<file path="src/sv/rtta_pkg.sv">
// shared types and constants for the real-time timer with alarm
package rtta_pkg;

    localparam int DATA_W = 32;

    // request opcodes
    localparam logic [1:0] OP_TICK  = 2'd0;
    localparam logic [1:0] OP_READ  = 2'd1;
    localparam logic [1:0] OP_WRITE = 2'd2;

    // register indexes
    localparam logic [1:0] REG_MODE   = 2'd0;
    localparam logic [1:0] REG_ALARM  = 2'd1;
    localparam logic [1:0] REG_VALUE  = 2'd2;
    localparam logic [1:0] REG_STATUS = 2'd3;

    // mode register bit positions
    localparam int MODE_ALM_EN = 16;
    localparam int MODE_INC_EN = 17;
    localparam int MODE_RST    = 18;

    // status register bit positions
    localparam int STAT_ALARM = 0;
    localparam int STAT_INCR  = 1;

    localparam logic [15:0] PRESCALE_RESET = 16'h8000;

    typedef struct packed {
        logic [1:0]        opcode;
        logic [1:0]        reg_index;
        logic [DATA_W-1:0] write_data;
    } t_request;

    typedef struct packed {
        logic [DATA_W-1:0] read_data;
        logic              irq;
    } t_result;

endpackage

</file>
<file path="src/sv/real_time_timer_with_alarm_unit.sv">
// top level: request register, timer core and result register
//
//  channel   signals                                    direction
//  request   i_valid o_ready i_opcode i_reg_index       in
//            i_write_data
//  result    o_valid i_ready o_read_data o_irq          out
//
// each request is held in the request register and is executed in the
// cycle it moves to the result register; a new request is taken every
// cycle while the result is not stalled. all timer state updates in that
// single execute step. reset is synchronous; a stalled result holds the result
// register, which holds the request register, so nothing is lost.
module real_time_timer_with_alarm_unit #(
    parameter int PRESCALE_BITS = 16,
    parameter int COUNT_BITS    = 32
) (
    input  logic        i_clk,
    input  logic        i_rst_n,
    input  logic        i_valid,
    output logic        o_ready,
    input  logic [1:0]  i_opcode,
    input  logic [1:0]  i_reg_index,
    input  logic [31:0] i_write_data,
    output logic        o_valid,
    input  logic        i_ready,
    output logic [31:0] o_read_data,
    output logic        o_irq
);
    import rtta_pkg::*;

    logic      r_req_vld;
    t_request  r_req;
    logic      r_res_vld;
    t_result   r_res;
    t_result   core_res;
    logic      advance;

    assign advance = r_req_vld && (!r_res_vld || i_ready);
    assign o_ready = !r_req_vld || advance;

    rtta_core #(
        .PRESCALE_BITS (PRESCALE_BITS),
        .COUNT_BITS    (COUNT_BITS)
    ) u_core (
        .i_clk   (i_clk),
        .i_rst_n (i_rst_n),
        .i_exec  (advance),
        .i_req   (r_req),
        .o_res   (core_res)
    );

    always_ff @(posedge i_clk) begin
        if (!i_rst_n) begin
            r_req_vld <= 1'b0;
            r_res_vld <= 1'b0;
        end else begin
            if (o_ready) begin
                r_req_vld <= i_valid;
            end
            if (advance) begin
                r_res_vld <= 1'b1;
            end else if (i_ready) begin
                r_res_vld <= 1'b0;
            end
        end
    end

    always_ff @(posedge i_clk) begin
        if (o_ready && i_valid) begin
            r_req.opcode     <= i_opcode;
            r_req.reg_index  <= i_reg_index;
            r_req.write_data <= i_write_data;
        end
        if (advance) begin
            r_res <= core_res;
        end
    end

    assign o_valid     = r_res_vld;
    assign o_read_data = r_res.read_data;
    assign o_irq       = r_res.irq;

endmodule

</file>
<file path="src/sv/rtta_core.sv">
// timer state registers and the combinational next-state update for one request
module rtta_core #(
    parameter int PRESCALE_BITS = 16,
    parameter int COUNT_BITS    = 32
) (
    input  logic              i_clk,
    input  logic              i_rst_n,
    input  logic              i_exec,
    input  rtta_pkg::t_request i_req,
    output rtta_pkg::t_result  o_res
);
    import rtta_pkg::*;

    logic [PRESCALE_BITS-1:0] r_pvalue, n_pvalue;
    logic [PRESCALE_BITS-1:0] r_pcount, n_pcount;
    logic [COUNT_BITS-1:0]    r_time, n_time;
    logic [COUNT_BITS-1:0]    r_alarm, n_alarm;
    logic                     r_alm_en, n_alm_en;
    logic                     r_inc_en, n_inc_en;
    logic                     r_alm_flag, n_alm_flag;
    logic                     r_inc_flag, n_inc_flag;

    logic [PRESCALE_BITS:0]   cnt_inc;
    logic [PRESCALE_BITS:0]   period;
    logic [COUNT_BITS-1:0]    time_inc;
    logic [DATA_W-1:0]        rdata;

    assign cnt_inc  = {1'b0, r_pcount} + (PRESCALE_BITS+1)'(1);
    // zero prescaler means a full 2^PRESCALE_BITS period
    assign period   = (r_pvalue == '0) ? {1'b1, {PRESCALE_BITS{1'b0}}} : {1'b0, r_pvalue};
    assign time_inc = r_time + COUNT_BITS'(1);

    always_comb begin
        n_pvalue   = r_pvalue;
        n_pcount   = r_pcount;
        n_time     = r_time;
        n_alarm    = r_alarm;
        n_alm_en   = r_alm_en;
        n_inc_en   = r_inc_en;
        n_alm_flag = r_alm_flag;
        n_inc_flag = r_inc_flag;
        rdata      = '0;
        if (i_exec) begin
            unique case (i_req.opcode)
                OP_TICK: begin
                    if (cnt_inc >= period) begin
                        n_pcount   = '0;
                        n_time     = time_inc;
                        n_inc_flag = 1'b1;
                        if (time_inc == r_alarm) begin
                            n_alm_flag = 1'b1;
                        end
                    end else begin
                        n_pcount = cnt_inc[PRESCALE_BITS-1:0];
                    end
                end
                OP_READ: begin
                    unique case (i_req.reg_index)
                        REG_MODE: begin
                            rdata              = DATA_W'(r_pvalue);
                            rdata[MODE_ALM_EN] = r_alm_en;
                            rdata[MODE_INC_EN] = r_inc_en;
                        end
                        REG_ALARM: rdata = DATA_W'(r_alarm);
                        REG_VALUE: rdata = DATA_W'(r_time);
                        REG_STATUS: begin
                            rdata[STAT_ALARM] = r_alm_flag;
                            rdata[STAT_INCR]  = r_inc_flag;
                            n_alm_flag        = 1'b0;
                            n_inc_flag        = 1'b0;
                        end
                        default: rdata = '0;
                    endcase
                end
                OP_WRITE: begin
                    if (i_req.reg_index == REG_MODE) begin
                        n_pvalue = i_req.write_data[PRESCALE_BITS-1:0];
                        n_alm_en = i_req.write_data[MODE_ALM_EN];
                        n_inc_en = i_req.write_data[MODE_INC_EN];
                        if (i_req.write_data[MODE_RST]) begin
                            n_pcount = '0;
                            n_time   = '0;
                        end
                    end else if (i_req.reg_index == REG_ALARM) begin
                        n_alarm = i_req.write_data[COUNT_BITS-1:0];
                    end
                end
                default: rdata = '0;
            endcase
        end
    end

    assign o_res.read_data = rdata;
    assign o_res.irq       = (n_alm_flag & n_alm_en) | (n_inc_flag & n_inc_en);

    always_ff @(posedge i_clk) begin
        if (!i_rst_n) begin
            r_pvalue   <= PRESCALE_RESET[PRESCALE_BITS-1:0];
            r_pcount   <= '0;
            r_time     <= '0;
            r_alarm    <= '1;
            r_alm_en   <= 1'b0;
            r_inc_en   <= 1'b0;
            r_alm_flag <= 1'b0;
            r_inc_flag <= 1'b0;
        end else begin
            r_pvalue   <= n_pvalue;
            r_pcount   <= n_pcount;
            r_time     <= n_time;
            r_alarm    <= n_alarm;
            r_alm_en   <= n_alm_en;
            r_inc_en   <= n_inc_en;
            r_alm_flag <= n_alm_flag;
            r_inc_flag <= n_inc_flag;
        end
    end

endmodule

</file>
<file path="config.mk">
export PLATFORM = sky130hd
export DESIGN_NAME = real_time_timer_with_alarm_unit
export DESIGN_NICKNAME = d
export VERILOG_FILES = /design/src/sv/rtta_pkg.sv /design/src/sv/real_time_timer_with_alarm_unit.sv /design/src/sv/rtta_core.sv
export SDC_FILE = /design/constraint.sdc
export NUM_CORES = 1
export LEC_CHECK = 0
export BUFFER_PORTS_ARGS = -buffer_cell sky130_fd_sc_hd__buf_2
export CAP_MARGIN = 20
export CORE_MARGIN = 5
export CORE_UTILIZATION = 27
export DETAILED_ROUTE_END_ITERATION = 6
export SETUP_SLACK_MARGIN = 0.4
export SYNTH_ARGS = -nofsm -noshare
export SYNTH_HDL_FRONTEND = slang
export SYNTH_HIERARCHICAL = 1
export SYNTH_SLANG_ARGS = --single-unit
</file>
<file path="constraint.sdc">
create_clock -name i_clk -period 7.8 [get_ports i_clk]
set_input_delay 1.95 -clock i_clk [delete_from_list [all_inputs] [get_ports i_clk]]
set_output_delay 1.95 -clock i_clk [all_outputs]
set_load 0.1 [all_outputs]
</file>
# After elaboration in Yosys (flattened, before gate mapping)
# Index checks and enable logic that the tools add are counted.
# W data, S select, Z words.
[word_totals]
ff_bits = 171
inputBits = 40
output_inout_bits = 35
elab_cells = 74
[classes]
addsub = 2
magnitude_cmp = 1
eq_ne = 9
muxes = 28
bitwise_logic = 4
reduce_logical = 15
[ops]
columns = ["op", "n"]
rows = [
  ["$mux W32", 3],
  ["$pmux W30 S3", 1],
  ["$pmux W32 S2", 1],
  ["$mux W16", 3],
  ["$add A32 B1 Y32 const B", 1],
  ["$eq A32 B32 Y1", 1],
  ["$pmux W16 S2", 1],
  ["$add A16 B1 Y17 const B", 1],
  ["$ge A17 B17 Y1", 1],
  ["$mux W17", 1],
  ["$logic_not A16 Y1", 1],
  ["$mux W1", 15],
  ["$pmux W2 S4", 1],
  ["$reduce_and A4 Y1", 2],
  ["$eq A2 B2 Y1 const B", 3],
  ["$reduce_and A5 Y1", 1],
  ["$eq A2 B1 Y1 const B", 2],
  ["$logic_not A2 Y1", 2],
  ["$ne A2 B1 Y1 const B", 2],
  ["$pmux W1 S2", 2],
  ["$reduce_bool A2 Y1", 2],
  ["$reduce_and A3 Y1", 1],
  ["$and A1 B1 Y1", 2],
  ["$logic_and A1 B1 Y1", 2],
  ["5 further kinds", 7],
]

# Logic depth before layout (Yosys ltp)
# Gate-level depths: netlist of the first run.
[logic_depth]
ltp_word = 8
depth_mapped = 17
depth_no_buf = 15

# Cells and area by module
# The synthesis of the first run kept the hierarchy.
[by_module_without_submodules]
columns = ["module", "n_inst", "cells_each", "area_each_um2", "seq_area_each_um2"]
rows = [
  ["rtta_core", 1, 891, 6480.0, 2001.9],
  ["real_time_timer_with_alarm_unit", 1, 78, 2175.8, 2112.0],
]

# Worst setup path after synthesis of the first run
# No wires, ideal clock.
[synth_timing]
path_kind = "in2reg"
startpoint = "input port i_ready"
endpoint = "register u_core.r_time[24]"
setup_time_ns = 0.128
t_arrival_ns = 5.074
required_time_ns = 7.672
path_slack_ns = 2.598
cell_stages = 9
path_buffers = 2
cell_sequence = "nor2b_4 > nor2b_1 > or3b_2 > clkbuf_1 > a31o_2 > clkbuf_1 > o21bai_1 > a21oi_1 > nor2_1"
[synth_between]
elab_chain_len = 3
[synth_lines]
columns = ["element", "line_no", "rtl"]
rows = [
  ["start, declared", "real_time_timer_with_alarm_unit.sv:25", "input logic i_ready,"],
  ["$logic_or A1 B1 Y1", "real_time_timer_with_alarm_unit.sv:38", "assign advance = r_req_vld && (!r_res_vld || i_ready);"],
  ["$logic_and A1 B1 Y1", "real_time_timer_with_alarm_unit.sv:38", ""],
  ["net advance", "real_time_timer_with_alarm_unit.sv:36", "logic advance;"],
  ["$reduce_and A5 Y1 (no line)", "-", ""],
  ["end signal, assigned", "rtta_core.sv:109", "r_time <= n_time;"],
  ["end, declared", "rtta_core.sv:16", "logic [COUNT_BITS-1:0] r_time, n_time;"],
]
# The timed path passes the listed nets, and every way through them passes these cells.
# A chain may end at the register's enable or synchronous reset.

# Final worst setup path of the first run
[layout_timing]
startpoint = "input port i_ready"
endpoint = "output port o_ready"
[layout_between]
elab_chain_len = 3
[layout_lines]
columns = ["element", "line_no", "rtl"]
rows = [
  ["$logic_or A1 B1 Y1", "real_time_timer_with_alarm_unit.sv:38", ""],
  ["$logic_and A1 B1 Y1", "real_time_timer_with_alarm_unit.sv:38", ""],
  ["$logic_or A1 B1 Y1", "real_time_timer_with_alarm_unit.sv:39", "assign o_ready = !r_req_vld || advance;"],
  ["end, declared", "real_time_timer_with_alarm_unit.sv:20", "output logic o_ready,"],
]
# No other way between the ends.

==> impl_metrics.py, run 1 <==
metrics = {
    "route": {
        "drt-initial-drc-count": 620,
        "drt.antenna.violating_nets": 0,
        "routed_via_density": 5.04,
        "first_pass_iters": 5,
        "wl_um": 23600,
        "wire_per_inst_um": 16.6,
        "vias": 7166,
        "drc": 0,
    },
    "grt": {
        "grt-ovfl-total": 0,
        "grt_pass1_wl_um": 37900,
        "grt_pass1_vias": 6910,
        "grt_max_degree": 66,
        "track_usage": 0.131,
        "antenna_found_initial": 0,
    },
    "sta": {
        "skew_ns": 0.0134,
        "worst_pin_slew_ns": 1.05,
        "max_freq_mhz": 219,
        "report.final.slew_viol_count": 0,
        "fin_crit_sh": 0.585,
        "setup_tns_ns": 0,
        "hold-worst-slack_ns": 0.459,
        "finalSetupViolCount": 0,
        "final.min_clock_period_ns": 4.56,
        "rsz0062_at_grt": "false",
        "slew_headroom": 0.299,
        "hold_viol_final": 0,
        "fin_ws_ns": 3.24,
    },
    "logic_synthesis": {
        "syn_area_um2": 8660,
        "ys_seq_area_frac": 0.475,
        "synthArstFlopShare": 0,
        "synthFlopType": "dfxtp_1",
        "synth_nets": 1028,
        "synth_cell_types": 61,
        "synth_edf_count": 69,
        "synth_warnings": 6,
        "ys_ff_latch": 171,
        "netlist_instances": 969,
        "syn_avg_cell_area_um2": 8.93,
    },
    "cts": {
        "cts_tree": "built",
        "post_cts.repair.setup_buffers": 0,
        "cts.sinks": 171,
        "path_clk_slew_ns": 0.06,
        "htreeDepth": 4,
        "clock_latency_ns": 0.44,
        "clock_path_buffers": 2,
        "cts-resized-gates": 0,
        "cts.hold.buffers_added": 0,
        "cts_root_buffer": "clkbuf_16",
        "numCtsBuffers": 17,
    },
    "die": {
        "boundaryPins": 75,
        "start_util": 0.274,
        "die_area_um2": 35700,
        "die_y_um": 189,
        "rows": 65,
        "coreArea_um2": 31600,
        "die_width_um": 189,
    },
    "final_layout": {
        "multi_input_area_um2": 4210,
        "drive_gt1_frac": 0.133,
        "diodes": 0,
        "area_delta_synth_final_pct": 15.5,
        "mostFrequentLayoutCells": "125 x nand2_1, 113 x nor2_1, 102 x dfxtp_1",
        "nFillCells": 3301,
        "fin_nets": 1066,
        "regArea_um2": 4110,
        "final_common_cell": "nand2_1",
    },
    "power": {
        "pwr-share-comb": 0.068,
        "pwr_density_cell_nw_per_um2": 197,
        "power.internal_w": 0.00147,
        "switching_share": 0.256,
        "pwr-share-clk": 0.441,
        "p_switching_w": 0.000504,
        "seqPwrFrac": 0.491,
        "total_power_w": 0.00197,
        "power.leakage_nw": 3.77,
        "vdd_drop_max_mv": 0.157,
    },
    "critical_path": {
        "start_kind": "input pin",
        "crit_type": "in -> out",
        "end_kind": "primary output",
        "path_max_fanout": 2,
        "crit_arrival_ns": 2.61,
        "worst_ep_required_time_ns": 5.85,
    },
    "placed_design": {
        "gp_congestion": 0.878,
        "pre_cts_ws_ns": 2.77,
        "dpl.hpwl_um": 16600,
        "port_buffers": 74,
    },
    "flow_run": {
        "maxCapViolations": 0,
    },
    "outcome": {
        "status": "completed",
    },
    "hold_path": {
        "worst_hold_path_type": "reg -> reg",
    },
}
-- metal layers --
| metal | share of wire | vias up | global-route usage | wire length, um |
|---|---|---|---|---|
| met3 | 0.047 | 32 | 0.0225 | 1110 |
| li1 | - | 3497 | - | - |
| met5 | 0 | - | 0 | 0 |
| met4 | 0.020 | 0 | 0.0465 | 462 |
| met1 | 0.50 | 3439 | 0.192 | 11800 |
| met2 | 0.43 | 198 | 0.195 | 10200 |
-- worst max-delay path: stages --
cell and delay, ns:
buf_2 0.11, nand3b_4 0.13, buf_2 0.42
-- cell type report --
type	instances	area share
Clock inverter	14	0.0165
Clock buffer	18	0.0429
Inverter	25	0.00939
Tap cell	402	0.0503
Multi-Input combinational cell	708	0.421
Timing Repair Buffer	84	0.0478
Sequential cell	171	0.412
-- metrics by stage --
stage | util | area [um^2] | cells
6_report | 0.316 | 10000 | 1422
5_1_grt | 0.316 | 10000 | 1422
4_1_cts | 0.314 | 9950 | 1420
3_5_place_dp | 0.296 | 9350 | 1388
3_3_place_gp | 0.296 | 9350 | 1388
2_1_floorplan | - | 8660 | 969
-- state kept, by name, summed over array words and instances (netlist names), 16 cells and up --
name             cells
u_core/r_alarm      32
u_core/r_pcount     16
o_read_data         32
u_core/r_time       32
u_core/r_pvalue     16
r_req               36
-- cells in the mapped netlist, types with 4 or more instances --
master / number / share of area
nand3_1: 55 / 0.032
a22oi_1: 19 / 0.016
dfxtp_1: 102 / 0.24
nor2b_1: 4 / 0.0029
nand4b_1: 4 / 0.0040
buf_1: 5 / 0.0022
xor2_1: 32 / 0.032
nand2_1: 125 / 0.054
o21ai_0: 44 / 0.025
a21o_1: 10 / 0.0087
nand4_1: 9 / 0.0065
xnor2_1: 25 / 0.025
nor4_1: 11 / 0.0080
and3_1: 16 / 0.012
inv_1: 25 / 0.011
a31oi_1: 9 / 0.0065
and2_1: 4 / 0.0029
nor3_1: 16 / 0.0093
clkbuf_1: 50 / 0.022
a21oi_1: 90 / 0.052
mux2i_1: 22 / 0.025
nor2_1: 113 / 0.049
and4_1: 5 / 0.0051
a211oi_1: 6 / 0.0052
ha_1: 19 / 0.027
buf_2: 10 / 0.0058
nand3b_1: 16 / 0.014
or3_1: 14 / 0.010
edfxtp_1: 69 / 0.24
-- final timing paths --
path                                    startpoint                  end  slack [ns]  cells past startpoint
worst max register to register  u_core/r_pcount[0]  u_core/r_pcount[15]        3.43                     13
worst min-delay path                     r_req[21]   u_core/r_alarm[21]        0.46                      2
worst min register to register           r_req[21]   u_core/r_alarm[21]        0.46                      2
worst max-delay path                       i_ready              o_ready        3.24                      3
-- cell families after synthesis --
group	count (synthesis)	synth area share
compound gates	198	0.134
buf+inv	90	0.0405
fa+ha+maj	19	0.0275
mux	24	0.0306
simple gates	410	0.234
flops	171	0.475
xor+xnor	57	0.0577
-- power groups by stage --
stage / registers, W / clock network [W] / logic, W
floorplan: 0.00103 / 0 / 0.0000528
global placement: 0.000988 / 0 / 0.000132
detailed placement: 0.000988 / 0 / 0.000133
CTS: 0.000968 / 0.000889 / 0.000134
global route: 0.000969 / 0.000930 / 0.000144
finish: 0.000967 / 0.000868 / 0.000134
No activity file was read; power rests on OpenSTA's default activity.
==> inputs of run 2 (changes only) <==
Clock period 7.8 ns to 4.7 ns, I/O delays scaled along.
==> run 2 against run 1 <==
Non-clock buffer count is 6 higher. Combinational power is 71% higher. Global-route usage is 0.062 points lower. Register-to-register slack worse by 2.7 ns. Sequential cell count stayed put. Via count is 0.93% higher. Critical path type is now reg -> reg. Highest routed layer unchanged.
==> impl_metrics.py, run 2 (synthesized netlist as in run 1, its figures left out) <==
metrics = {
    "final_layout": {
        "area_delta_synth_final_pct": 15.9,
        "diodes": 0,
        "drive_gt1_frac": 0.140,
        "nFillCells": 3270,
        "fin_nets": 1072,
        "mostFrequentLayoutCells": "125 x nand2_1, 113 x nor2_1, 102 x dfxtp_1",
        "top_register": "r_req",
        "final_common_cell": "nand2_1",
        "fin_cells": 1428,
        "largest_reg_flops": 36,
        "design_area_um2": 10000,
    },
    "cts": {
        "htreeDepth": 4,
        "clock_latency_ns": 0.43,
        "cts_root_buffer": "clkbuf_16",
        "cts_tree": "built",
        "numCtsBuffers": 17,
        "cts.sinks": 171,
        "path_clk_slew_ns": 0.07,
        "cts.hold.buffers_added": 0,
        "clock_path_buffers": 2,
        "cts-resized-gates": 0,
        "post_cts.repair.setup_buffers": 0,
    },
    "outcome": {
        "status": "completed",
    },
    "grt": {
        "grt-ovfl-total": 0,
        "track_usage": 0.131,
        "grt_pass1_vias": 6932,
        "antenna_found_initial": 0,
        "grt_max_degree": 63,
        "grt_pass1_wl_um": 37900,
    },
    "route": {
        "drt.antenna.violating_nets": 0,
        "drc": 0,
        "wire_per_inst_um": 16.5,
        "routed_via_density": 5.07,
        "vias": 7233,
        "wl_um": 23600,
        "drt-initial-drc-count": 633,
        "first_pass_iters": 5,
    },
    "die": {
        "die_width_um": 189,
        "die_y_um": 189,
        "die_area_um2": 35700,
        "coreArea_um2": 31600,
        "boundaryPins": 75,
        "start_util": 0.274,
        "rows": 65,
    },
    "sta": {
        "slew_headroom": 0.365,
        "setup_tns_ns": 0,
        "report.final.slew_viol_count": 0,
        "hold_viol_final": 0,
        "max_freq_mhz": 255,
        "worst_pin_slew_ns": 0.949,
        "rsz0062_at_grt": "false",
        "final.min_clock_period_ns": 3.92,
        "skew_ns": 0.0125,
        "finalSetupViolCount": 0,
        "fin_crit_sh": 0.835,
    },
    "placed_design": {
        "place_inst": 1396,
        "port_buffers": 74,
        "dpl.hpwl_um": 16700,
        "postPlaceCellArea_um2": 9430,
        "gp_congestion": 0.862,
    },
    "hold_path": {
        "worst_hold_path_type": "reg -> reg",
    },
    "critical_path": {
        "path_max_fanout": 33,
        "end_kind": "register",
        "start_kind": "register",
        "crit_arrival_ns": 4.28,
        "worst_ep_required_time_ns": 5.05,
        "crit_type": "reg -> reg",
        "cp_slowest_cell": "a2111oi_0",
        "worstPathCellList": "ha_1, nand2_1, nor3_2, and3_1, xor2_1, ha_1, and3_1, nand3_1, a2111oi_0, o21ai_2, a211o_1, buf_4, or4_1, a21oi_1",
        "slowest_delay_ns": 0.49,
    },
    "flow_run": {
        "maxCapViolations": 0,
    },
    "power": {
        "vdd_drop_max_mv": 0.177,
        "power.leakage_nw": 3.79,
        "pwr_density_cell_nw_per_um2": 324,
    },
}
## run 2: where the power goes
| part | switching (W) | internal, W |
|---|---|---|
| Combinational | 0.000175 | 0.0000543 |
| Sequential | 0.0000208 | 0.00158 |
| Clock | 0.000631 | 0.000793 |
## run 2: path summary, 6_finish.rpt
kind | endpoint | slack [ns] | cells past startpoint | start
worst min register to register | u_core/r_alarm[31] | 0.46 | 2 | r_req[31]
worst min-delay path | u_core/r_alarm[31] | 0.46 | 2 | r_req[31]
worst max register to register | u_core/r_time[30] | 0.78 | 14 | u_core/r_pcount[0]
worst max-delay path | u_core/r_time[30] | 0.78 | 14 | u_core/r_pcount[0]
## run 2: area by class of cell
class	instances	area (um^2)	share of cell area
repair buffers	90	503	0.0501
multi-input cells	708	4230	0.422
flip-flops and latches	171	4110	0.410
inverters	25	93.8	0.00935
well taps	402	503	0.0501
clock inverters	15	163	0.0162
clock buffers	17	425	0.0424
## run 2: metal layers
layer	GRT usage	share of wire	vias up
met5	0	0	-
met4	0.0448	0.019	0
met3	0.0219	0.055	29
met2	0.199	0.44	238
met1	0.188	0.49	3448
li1	-	-	3518
## run 2: worst max-delay path: cells and delay by family, from the launching register on
kind | cells | cell delay [ns]
AND/OR/NAND/NOR | 6 | 1.39
adder cells (fa/ha/maj) | 2 | 0.57
XOR/XNOR | 1 | 0.09
AO/OA/AOI/OAI | 4 | 1.15
flip-flops | 1 | 0.39
buffers and inverters | 1 | 0.24
## run 2: stage by stage
stage	total power, W	setup WS (ns)	util	hold WS, ns
2_1_floorplan	0.00179	0.959	-	0.433
3_3_place_gp	0.00186	0.681	0.298	0.448
3_5_place_dp	0.00186	0.623	0.298	0.450
4_1_cts	0.00329	0.592	0.317	0.468
5_1_grt	0.00338	0.487	0.317	0.483
6_report	0.00325	0.776	0.317	0.461
